**src/y2r_pkg.sv**
```systemverilog
// Package for the 4:2:0 block to RGB565 converter: payload types, arithmetic
// width and BT.601 integer coefficients. No dependencies.
package y2r_pkg;

    // One 2x2 luma block with its shared chroma pair
    typedef struct packed {
        logic [7:0] luma_top_left;
        logic [7:0] luma_top_right;
        logic [7:0] luma_bottom_left;
        logic [7:0] luma_bottom_right;
        logic [7:0] chroma_blue;
        logic [7:0] chroma_red;
    } t_blk;

    // Four RGB565 pixels
    typedef struct packed {
        logic [15:0] pixel_top_left;
        logic [15:0] pixel_top_right;
        logic [15:0] pixel_bottom_left;
        logic [15:0] pixel_bottom_right;
    } t_pix;

    // Wide enough for 298*239 + 516*128 + 128 with sign
    localparam int TERM_W    = 20;
    localparam int FRAC_BITS = 8;

    typedef logic signed [TERM_W-1:0] t_term;

    localparam logic [7:0] LUMA_FLOOR = 8'd16;

    localparam t_term CHROMA_OFS    = t_term'(128);
    localparam t_term ROUND_HALF    = t_term'(128);
    localparam t_term LIM_LUMA_GAIN = t_term'(298);
    localparam t_term LIM_R_V       = t_term'(409);
    localparam t_term LIM_G_U       = t_term'(100);
    localparam t_term LIM_G_V       = t_term'(208);
    localparam t_term LIM_B_U       = t_term'(516);
    localparam t_term FULL_R_V      = t_term'(359);
    localparam t_term FULL_G_U      = t_term'(88);
    localparam t_term FULL_G_V      = t_term'(183);
    localparam t_term FULL_B_U      = t_term'(454);

endpackage

```
**src/y2r_if.sv**
```systemverilog
// Handshake channels of the converter: block input, pixel output and the
// mode register write. Depends on y2r_pkg.

interface y2r_blk_if;
    logic          valid;
    logic          ready;
    y2r_pkg::t_blk data;

    modport source (output valid, output data, input ready);
    modport sink   (input valid, input data, output ready);
endinterface

interface y2r_pix_if;
    logic          valid;
    logic          ready;
    y2r_pkg::t_pix data;

    modport source (output valid, output data, input ready);
    modport sink   (input valid, input data, output ready);
endinterface

interface y2r_cfg_if;
    logic valid;
    logic ready;
    logic data;

    modport source (output valid, output data, input ready);
    modport sink   (input valid, input data, output ready);
endinterface

```
**src/yuv420_to_rgb565_converter.sv**
```systemverilog
// Top level: 4:2:0 block to four RGB565 pixels, two register stages.
// Depends on y2r_pkg and the channels in y2r_if.
// A block taken into the input register moves on to the output register before it leaves as a pixel word.
// Throughput: one block per cycle while the pixel side is ready; a stalled result lets
// one more block into the input register, then input ready drops until the result goes.
// Reset (synchronous, active low) empties both stages and selects limited range.
module yuv420_to_rgb565_converter (
    input  logic          i_clk,
    input  logic          i_rst_n,
    y2r_blk_if.sink       i_blk,
    y2r_pix_if.source     o_pix,
    y2r_cfg_if.sink       i_cfg
);

    logic              r_full_range;
    logic              r_s1_vld;
    y2r_pkg::t_blk     r_s1_blk;
    logic              r_out_vld;
    y2r_pkg::t_pix     r_out_pix;
    y2r_pkg::t_pix     n_out_pix;

    logic              w_s1_take;
    logic              w_s2_take;
    y2r_pkg::t_term    w_u;
    y2r_pkg::t_term    w_v;
    y2r_pkg::t_term    w_tr;
    y2r_pkg::t_term    w_tg;
    y2r_pkg::t_term    w_tb;
    logic [7:0]        w_luma [4];
    logic [15:0]       w_pix  [4];

    // Clamp to 0..255
    function automatic logic [7:0] f_sat(y2r_pkg::t_term c);
        logic [7:0] res;
        if (c[y2r_pkg::TERM_W-1]) begin
            res = 8'd0;
        end else if (|c[y2r_pkg::TERM_W-2:y2r_pkg::FRAC_BITS]) begin
            res = 8'hff;
        end else begin
            res = c[7:0];
        end
        return res;
    endfunction

    function automatic logic [15:0] f_convert(logic [7:0] y, logic full,
                                              y2r_pkg::t_term tr,
                                              y2r_pkg::t_term tg,
                                              y2r_pkg::t_term tb);
        y2r_pkg::t_term l;
        y2r_pkg::t_term r_sum;
        y2r_pkg::t_term g_sum;
        y2r_pkg::t_term b_sum;
        logic [7:0]     rr;
        logic [7:0]     gg;
        logic [7:0]     bb;
        l = (y > y2r_pkg::LUMA_FLOOR)
            ? y2r_pkg::t_term'(y - y2r_pkg::LUMA_FLOOR) * y2r_pkg::LIM_LUMA_GAIN
            : '0;
        if (full) begin
            r_sum = y2r_pkg::t_term'(y) + (tr >>> y2r_pkg::FRAC_BITS);
            g_sum = y2r_pkg::t_term'(y) + (tg >>> y2r_pkg::FRAC_BITS);
            b_sum = y2r_pkg::t_term'(y) + (tb >>> y2r_pkg::FRAC_BITS);
        end else begin
            r_sum = (l + tr + y2r_pkg::ROUND_HALF) >>> y2r_pkg::FRAC_BITS;
            g_sum = (l + tg + y2r_pkg::ROUND_HALF) >>> y2r_pkg::FRAC_BITS;
            b_sum = (l + tb + y2r_pkg::ROUND_HALF) >>> y2r_pkg::FRAC_BITS;
        end
        rr = f_sat(r_sum);
        gg = f_sat(g_sum);
        bb = f_sat(b_sum);
        return {rr[7:3], gg[7:2], bb[7:3]};
    endfunction

    // Advance a stage when the one after it is empty or draining
    assign w_s2_take   = !r_out_vld || o_pix.ready;
    assign w_s1_take   = !r_s1_vld || w_s2_take;
    assign i_blk.ready = w_s1_take;
    assign i_cfg.ready = 1'b1;
    assign o_pix.valid = r_out_vld;
    assign o_pix.data  = r_out_pix;

    assign w_u = y2r_pkg::t_term'(r_s1_blk.chroma_blue) - y2r_pkg::CHROMA_OFS;
    assign w_v = y2r_pkg::t_term'(r_s1_blk.chroma_red) - y2r_pkg::CHROMA_OFS;

    // Chroma terms are shared by all four pixels of the block
    always_comb begin
        if (r_full_range) begin
            w_tr = w_v * y2r_pkg::FULL_R_V;
            w_tg = -(w_u * y2r_pkg::FULL_G_U + w_v * y2r_pkg::FULL_G_V);
            w_tb = w_u * y2r_pkg::FULL_B_U;
        end else begin
            w_tr = w_v * y2r_pkg::LIM_R_V;
            w_tg = -(w_u * y2r_pkg::LIM_G_U + w_v * y2r_pkg::LIM_G_V);
            w_tb = w_u * y2r_pkg::LIM_B_U;
        end
    end

    assign w_luma[0] = r_s1_blk.luma_top_left;
    assign w_luma[1] = r_s1_blk.luma_top_right;
    assign w_luma[2] = r_s1_blk.luma_bottom_left;
    assign w_luma[3] = r_s1_blk.luma_bottom_right;

    always_comb begin
        for (int k = 0; k < 4; k++) begin
            w_pix[k] = f_convert(w_luma[k], r_full_range, w_tr, w_tg, w_tb);
        end
    end

    always_comb begin
        n_out_pix.pixel_top_left     = w_pix[0];
        n_out_pix.pixel_top_right    = w_pix[1];
        n_out_pix.pixel_bottom_left  = w_pix[2];
        n_out_pix.pixel_bottom_right = w_pix[3];
    end

    always_ff @(posedge i_clk) begin
        if (!i_rst_n) begin
            r_full_range <= 1'b0;
            r_s1_vld     <= 1'b0;
            r_out_vld    <= 1'b0;
        end else begin
            if (i_cfg.valid) begin
                r_full_range <= i_cfg.data;
            end
            if (w_s1_take) begin
                r_s1_vld <= i_blk.valid;
            end
            if (w_s2_take) begin
                r_out_vld <= r_s1_vld;
            end
        end
    end

    // Payload: hold while stalled
    always_ff @(posedge i_clk) begin
        if (w_s1_take && i_blk.valid) begin
            r_s1_blk <= i_blk.data;
        end
        if (w_s2_take && r_s1_vld) begin
            r_out_pix <= n_out_pix;
        end
    end

endmodule

```
**src/flat_wrapper.sv**
```systemverilog
// flat-port wrapper written by rule: the top's interface ports become plain ports
module yuv420_to_rgb565_converter_flat 
  (i_clk, i_rst_n, i_blk_valid, i_blk_data, i_blk_ready, o_pix_valid, o_pix_data, o_pix_ready, i_cfg_valid, i_cfg_data, i_cfg_ready);
  y2r_blk_if i_blk_i ();
  y2r_pix_if o_pix_i ();
  y2r_cfg_if i_cfg_i ();
  input  logic i_clk;
  input  logic i_rst_n;
  input wire logic [$bits(i_blk_i.valid)-1:0] i_blk_valid;
  input wire logic [$bits(i_blk_i.data)-1:0] i_blk_data;
  output wire logic [$bits(i_blk_i.ready)-1:0] i_blk_ready;
  output wire logic [$bits(o_pix_i.valid)-1:0] o_pix_valid;
  output wire logic [$bits(o_pix_i.data)-1:0] o_pix_data;
  input wire logic [$bits(o_pix_i.ready)-1:0] o_pix_ready;
  input wire logic [$bits(i_cfg_i.valid)-1:0] i_cfg_valid;
  input wire logic [$bits(i_cfg_i.data)-1:0] i_cfg_data;
  output wire logic [$bits(i_cfg_i.ready)-1:0] i_cfg_ready;
  assign i_blk_i.valid = i_blk_valid;
  assign i_blk_i.data = i_blk_data;
  assign i_blk_ready = i_blk_i.ready;
  assign o_pix_valid = o_pix_i.valid;
  assign o_pix_data = o_pix_i.data;
  assign o_pix_i.ready = o_pix_ready;
  assign i_cfg_i.valid = i_cfg_valid;
  assign i_cfg_i.data = i_cfg_data;
  assign i_cfg_ready = i_cfg_i.ready;
  yuv420_to_rgb565_converter u_core (.i_clk(i_clk), .i_rst_n(i_rst_n), .i_blk(i_blk_i), .o_pix(o_pix_i), .i_cfg(i_cfg_i));
endmodule
```
**config.mk**
```make
export PLATFORM = sky130hd
export DESIGN_NAME = yuv420_to_rgb565_converter_flat
export DESIGN_NICKNAME = d
export VERILOG_FILES = /design/src/y2r_pkg.sv /design/src/y2r_if.sv /design/src/yuv420_to_rgb565_converter.sv /design/src/flat_wrapper.sv
export SDC_FILE = /design/constraint.sdc
export NUM_CORES = 1
export LEC_CHECK = 0
export BUFFER_PORTS_ARGS = -buffer_cell sky130_fd_sc_hd__buf_4
export CORE_AREA = 10 10 210 291
export DETAILED_ROUTE_END_ITERATION = 6
export DIE_AREA = 0 0 220 301
export PLACE_DENSITY = 0.85
export SYNTH_ARGS = -nofsm -noshare
export SYNTH_HDL_FRONTEND = slang
export SYNTH_SLANG_ARGS = --single-unit
```
**constraint.sdc**
```tcl
create_clock -name i_clk -period 9.45 [get_ports i_clk]
set_input_delay 2.3625 -clock i_clk [delete_from_list [all_inputs] [get_ports i_clk]]
set_output_delay 2.3625 -clock i_clk [all_outputs]
set_load 0.005 [all_outputs]
```
### After elaboration in Yosys (flattened, before gate mapping)

Cells that the tools add are included.

* output and inout bits: 67
* logic and storage cells: 132
* flip-flop bits (word level): 115

* order comparisons: 4
* add/sub/neg operators: 46
* mux-type cells: 31
* reduce and logical (&&, ||, !) cells: 18
* multiply operators: 12

Operator list (count)
* 20-bit 2-to-1 mux: 19
* 20-bit adder: 14
* 20-bit by 9-bit adder with 20-bit output (second input constant): 12
* 9-bit by 12-bit adder with 13-bit output: 12
* 11-bit OR reduction: 12
* 8-bit 2-to-1 mux: 12
* 20-bit by 8-bit multiplier with 19-bit output (second input constant): 4
* 20-bit by 10-bit multiplier with 20-bit output (second input constant): 2
* 20-bit negator: 2
* 8-bit by 5-bit subtractor with 9-bit output (second input constant): 4
* 8-bit by 5-bit greater-than comparator with 1-bit output (second input constant): 4
* 20-bit by 5-bit multiplier with 16-bit output (second input constant): 1
* 20-bit by 5-bit multiplier with 17-bit output (second input constant): 1
* 20-bit by 6-bit multiplier with 18-bit output (second input constant): 1
* 20-bit by 9-bit multiplier with 18-bit output (second input constant): 1
* 20-bit by 9-bit multiplier with 19-bit output (second input constant): 1
* 20-bit by 9-bit multiplier with 20-bit output (second input constant): 1
* 8-bit by 8-bit subtractor with 9-bit output (second input constant): 2
* 1-bit logical AND: 2
* 1-bit zero test: 2
* 1-bit logical OR: 2

### Depth between registers and ports, before layout

* depth after elaboration: 10
* gate-level depth with buffers: 34
* depth with buffers taken out: 34

### Worst setup path after synthesis

No wires, ideal clock.

* kind: reg2reg
* start: reg u_core.r_s1_blk[15] (netlist bit)
* end: reg u_core.r_out_pix (netlist bit u_core.o_pix.data[40]) (data pin)
* cell stages (with the launch flop): 31
* arrival time: 7901 ps
* required time: 9191 ps
* slack: 1290 ps
* path through: edfxtp_1 inv_2 ha_1 inv_1 fa_1 xor2_1 ha_1 a21oi_1 xnor2_1 ha_1 fa_1 fa_1 inv_1 fa_1 ha_1 o21ai_1 a21oi_1 a21oi_1 nand2_1 xnor2_1 o21ai_0 ha_1 ha_1 and3_1 a21oi_1 o21ai_1 o41a_1 xnor2_1 mux2i_1 o21ai_2 a21boi_1

* word-level cells in the longest chain between the ends: 10
* elaborated cells between the ends (all ways): 14

RTL lines
* start, declared: RTL line yuv420_to_rgb565_converter.sv:17 `y2r_pkg::t_blk r_s1_blk;`
* start signal, assigned: RTL line yuv420_to_rgb565_converter.sv:137 `r_s1_blk <= i_blk.data;`
* 8-bit by 8-bit subtractor with 9-bit output (*): RTL line yuv420_to_rgb565_converter.sv:82 `assign w_u = y2r_pkg::t_term'(r_s1_blk.chroma_blue) - y2r_pkg::CHROMA_OFS;`
* 20-bit by 6-bit multiplier with 18-bit output / 20-bit by 5-bit multiplier with 17-bit output (equally long branches): RTL line yuv420_to_rgb565_converter.sv:93, yuv420_to_rgb565_converter.sv:89
* 20-bit adder, on equally long branches: RTL line yuv420_to_rgb565_converter.sv:93, yuv420_to_rgb565_converter.sv:89
* 20-bit negator, on equally long branches: RTL line yuv420_to_rgb565_converter.sv:93, yuv420_to_rgb565_converter.sv:89
* 20-bit 2-to-1 mux (*): RTL line yuv420_to_rgb565_converter.sv:87 `if (r_full_range) begin`
* 20-bit adder: RTL line yuv420_to_rgb565_converter.sv:65 `g_sum = (l + tg + y2r_pkg::ROUND_HALF) >>> y2r_pkg::FRAC_BITS;`
* 20-bit by 9-bit adder with 20-bit output: RTL line yuv420_to_rgb565_converter.sv:65
* 20-bit 2-to-1 mux (*): RTL line yuv420_to_rgb565_converter.sv:59 `if (full) begin`
* 11-bit OR reduction: RTL line yuv420_to_rgb565_converter.sv:37 `end else if (|c[y2r_pkg::TERM_W-2:y2r_pkg::FRAC_BITS]) begin`
* 8-bit 2-to-1 mux: RTL line yuv420_to_rgb565_converter.sv:37
* end signal, assigned: RTL line yuv420_to_rgb565_converter.sv:140 `r_out_pix <= n_out_pix;`
* end, declared: RTL line yuv420_to_rgb565_converter.sv:19 `y2r_pkg::t_pix r_out_pix;`

Every way passes the cells marked *; elsewhere a longest branch is shown, timed or not.
A chain may end at the register's enable or synchronous reset.

### Final worst setup path

* start: reg u_core.r_s1_blk[9] (netlist bit)
* end: reg u_core.r_out_pix (netlist bit u_core.o_pix.data[40]) (data pin)

The elaborated chain is that of the path after synthesis.

==> flow_summary.rst <==
.. list-table::
   :header-rows: 1

   * - Metric
     - Value
   * - Kind of capture point of the worst setup path
     - register
   * - Detail-routed via count per cell
     - ~6.3
   * - Largest buffer count on any clock path
     - 2
   * - Number of instances in the synthesized netlist
     - around 3,700
   * - Number of rows in the core area
     - 102
   * - Category of the critical setup timing path
     - register to register
   * - CTS root buffer
     - clkbuf_16
   * - Count of flip-flops with a built-in enable after synthesis
     - between 100 and 150
   * - Post-layout net count
     - between 5,000 and 6,000
   * - Worst setup path end
     - u_core.o_pix.data[40]
   * - Number of synthesis warnings
     - 0
   * - Required @ worst endpoint
     - about 9.7 ns
   * - Input/output buffers
     - between 100 and 150
   * - # IOs
     - between 100 and 150
   * - Count of fill cells added during filler insertion
     - 4,553
   * - Destination of the worst register-to-register timing path
     - u_core.o_pix.data[40]
   * - Clock-pin slew on the worst setup and hold paths
     - roughly 0.060 ns
   * - Synthesis-to-finish area growth
     - 8.12%
   * - CORE AREA
     - between 0.05 and 0.06 mm2
   * - Number of max-slew violations in the final report
     - 0
   * - Die Outline Area
     - approximately 0.066 mm2
   * - Synthesized Nets
     - 4,849
   * - Combined global-route utilization of all metal layers
     - 0.311
   * - RSZ-0062 raised after global routing
     - false
   * - Type of the worst min-delay path
     - register to register
   * - Clk sink count
     - 115
   * - Depth of the CTS H-tree
     - 4
   * - Count of final setup violators
     - 0
   * - Horizontal die dimension
     - approximately 220 um
   * - Kind of start point of the critical path
     - register
   * - Post-CTS setup buffer count
     - 0
   * - Area occupied by registers
     - 0.00343 mm2
   * - Most instantiated flip-flop cell in the synthesis netlist
     - edfxtp_1
   * - Post-synthesis register bit count
     - around 120
   * - CTS Hold Buffers Added
     - 0
   * - Clock latency at the later pin of the worst-skew pair
     - 0.52 ns
   * - Fin Clk Skew
     - around 0.017 ns
   * - Result of the run
     - finished clean
   * - Unique cell type count in the Yosys netlist
     - between 100 and 150
   * - Reg2reg start
     - u_core.r_s1_blk[9]
   * - Grt ovf
     - 0
   * - Depth of the worst register-to-register path
     - 33
   * - Global-route wire length before repair
     - approximately 160 mm
   * - Max-capacitance violation count
     - 0
   * - Internal reg-to-reg setup slack
     - 0.39 ns
   * - Max transition margin
     - 0.0953
   * - Number of vias after detailed routing
     - 29,039
   * - FMAX
     - 0.110 GHz
   * - Wirelength per Cell
     - approximately 22 um
   * - Area of the mapped netlist
     - between 0.03 and 0.04 mm2
   * - Crit-path max FO
     - 6
   * - Die span in y
     - between 300 and 400 um
   * - Share of the yosys chip area belonging to registers
     - 0.104
   * - Measured slew at the worst slew-check pin
     - roughly 1.3 ns
   * - Mean cell area of the mapped netlist
     - between 8 and 9 um2
   * - Min Tclk post-route
     - just over 9 ns
   * - Worst stage delay on the critical path
     - 0.54 ns
   * - Total DRC errors in the routed layout
     - 0
   * - Clock tree from TritonCTS
     - done
   * - Crit path DAT
     - slightly above 9 ns
   * - Total area of multi-input combinational cells
     - approximately 0.028 mm2
   * - Maximum number of pins on one net before global-route repair
     - 65
   * - First-iteration detailed-routing DRC count
     - 2,044
   * - Number of antenna violations at the first check in global routing
     - 1
   * - Detail Route Antenna Nets
     - 0
   * - Share of flip-flops with an asynchronous set or reset
     - 0
   * - Layout cell share with drive strength beyond 1
     - 0.0789
   * - Cell repeated most along the worst path
     - ha_1
   * - Overall routed net length
     - 102 mm
   * - Number of buffers created by CTS
     - 17
   * - Via count of the first global-routing pass
     - 29,580
   * - TritonRoute pass-1 iters
     - 6
   * - DP Wirelength
     - between 80 and 90 mm
   * - Final setup TNS
     - 0 ns
   * - Critical Path Start
     - u_core.r_s1_blk[9]
   * - Starting Density
     - 0.595
   * - Global placement routability congestion
     - slightly below 1
   * - Final period util
     - 0.959
   * - Slowest stage cell, crit path
     - fa_1
   * - Number of endpoints with negative hold slack in the final report
     - 0
-- through the flow --
stage / util / instance area (um2) / cells / setup slack (ns) / hold slack (ns)
floorplan: - / 32900 / 3688 / 1.29 / 0.477
global placement: 0.633 / 35000 / 4552 / 0.515 / 0.516
detailed placement: 0.633 / 35000 / 4552 / 0.426 / 0.531
CTS: 0.643 / 35600 / 4582 / 0.395 / 0.546
global route: 0.643 / 35600 / 4582 / 0.0330 / 0.577
finish: 0.643 / 35600 / 4585 / 0.387 / 0.540
-- logic make-up after synthesis --
group	share of synthesized area
adder cells (fa/ha/maj)	0.458
AND/OR/NAND/NOR	0.130
AO/OA/AOI/OAI	0.169
buffers and inverters	0.0593
XOR/XNOR	0.0715
flip-flops	0.104
multiplexers	0.00843
other	0.000114
-- flip-flops by register name, summed over array words and instances, names as in the netlist --
signal,cells
u_core.o_pix.data,64
u_core.o_pix.valid,1
u_core.r_s1_vld,1
u_core.r_s1_blk,48
u_core.r_full_range,1
-- cells in the mapped netlist, types with 10 or more instances --
cell type    n  area share
a211oi_1    35      0.0080
nor3_1      92       0.014
inv_1      475       0.054
o211ai_1    26      0.0059
clkbuf_1    19      0.0022
xnor2_1    154       0.041
mux2i_1     15      0.0046
nor2_1     264       0.030
a21o_1      76       0.017
o31ai_1     10      0.0023
o21ai_1     19      0.0029
ha_1       944        0.36
nand4_1     15      0.0028
nor2b_1     69       0.013
and3_1      27      0.0051
nor4_1      23      0.0044
or3_1       31      0.0059
or2_2       21      0.0040
nand3_1     54      0.0082
nand2b_1    43      0.0082
fa_1       163       0.099
mux2_2      10      0.0034
edfxtp_1   112        0.10
a21oi_1    221       0.034
o31a_1      12      0.0032
nand3b_1    17      0.0039
o22ai_1     11      0.0021
o21bai_1    16      0.0036
buf_2       10      0.0015
a31oi_1     23      0.0044
o21ai_0    115       0.017
o2111ai_1   12      0.0032
xor2_1     100       0.027
o21a_1      71       0.016
nand2_1    145       0.017
and2_1      19      0.0036
a21boi_0    10      0.0023
-- timing repair --
| action | CTS | global route |
|---|---|---|
| hold endpoints to repair | 0 | 0 |
| endpoints found under the setup margin | 0 | 6 |
| gates resized for setup | 0 | 1 |
-- per-layer routing --
metal | GRT usage | wire length [um] | vias up
met4 | 0.259 | 9430 | 0
met3 | 0.0633 | 7710 | 470
li1 | - | - | 13557
met2 | 0.517 | 47700 | 1186
met1 | 0.334 | 37300 | 13826
met5 | 0 | 0 | -
-- worst min path at each step --
stage,from,to,slack [ns],cells past startpoint
2_1_floorplan,u_core.r_s1_vld,u_core.o_pix.valid,0.48,1
3_3_place_gp,u_core.r_s1_vld,u_core.o_pix.valid,0.52,1
3_5_place_dp,u_core.r_s1_vld,u_core.o_pix.valid,0.53,1
4_1_cts,u_core.r_s1_vld,u_core.o_pix.valid,0.55,1
5_1_grt,u_core.r_s1_vld,u_core.o_pix.valid,0.58,1
6_report,u_core.r_s1_vld,u_core.o_pix.valid,0.54,1
-- cell type report --
type                            instances  area share
Antenna cell                            3    0.000211
Clock buffer                           18      0.0120
Clock inverter                         12     0.00397
Inverter                              476      0.0502
Multi-Input combinational cell       3058       0.775
Sequential cell                       115      0.0962
Tap cell                              728      0.0256
Timing Repair Buffer                  175      0.0369
-- cells in the final DEF, fill, tap and decap left out, types with 18 or more instances in the layout --
master,netlist,final
edfxtp_1,112,112
o21a_1,71,71
a21o_1,76,76
or3_1,31,31
nor4_1,23,23
and3_1,27,27
o21ai_1,19,28
fa_1,163,163
nand2_1,145,145
a211oi_1,35,35
buf_4,2,175
a21oi_1,221,220
xnor2_1,154,154
inv_1,475,474
nor3_1,92,90
nor2b_1,69,68
or2_2,21,21
xor2_1,100,100
o211ai_1,26,26
nand2b_1,43,43
and2_1,19,18
nor2_1,264,264
ha_1,944,944
nand3_1,54,54
o21ai_0,115,106
a31oi_1,23,23
-- worst max-delay path: cells and delay by family (launching register included) --
kind	cells	cell delay, ns
adder cells (fa/ha/maj)	10	3.84
AND/OR/NAND/NOR	5	1.18
multiplexers	2	0.71
AO/OA/AOI/OAI	9	1.65
flip-flops	1	0.50
buffers and inverters	4	0.47
XOR/XNOR	3	0.47
Power is not shown: default switching activity piles up to over one toggle a cycle in this logic, so the estimate is an artifact.
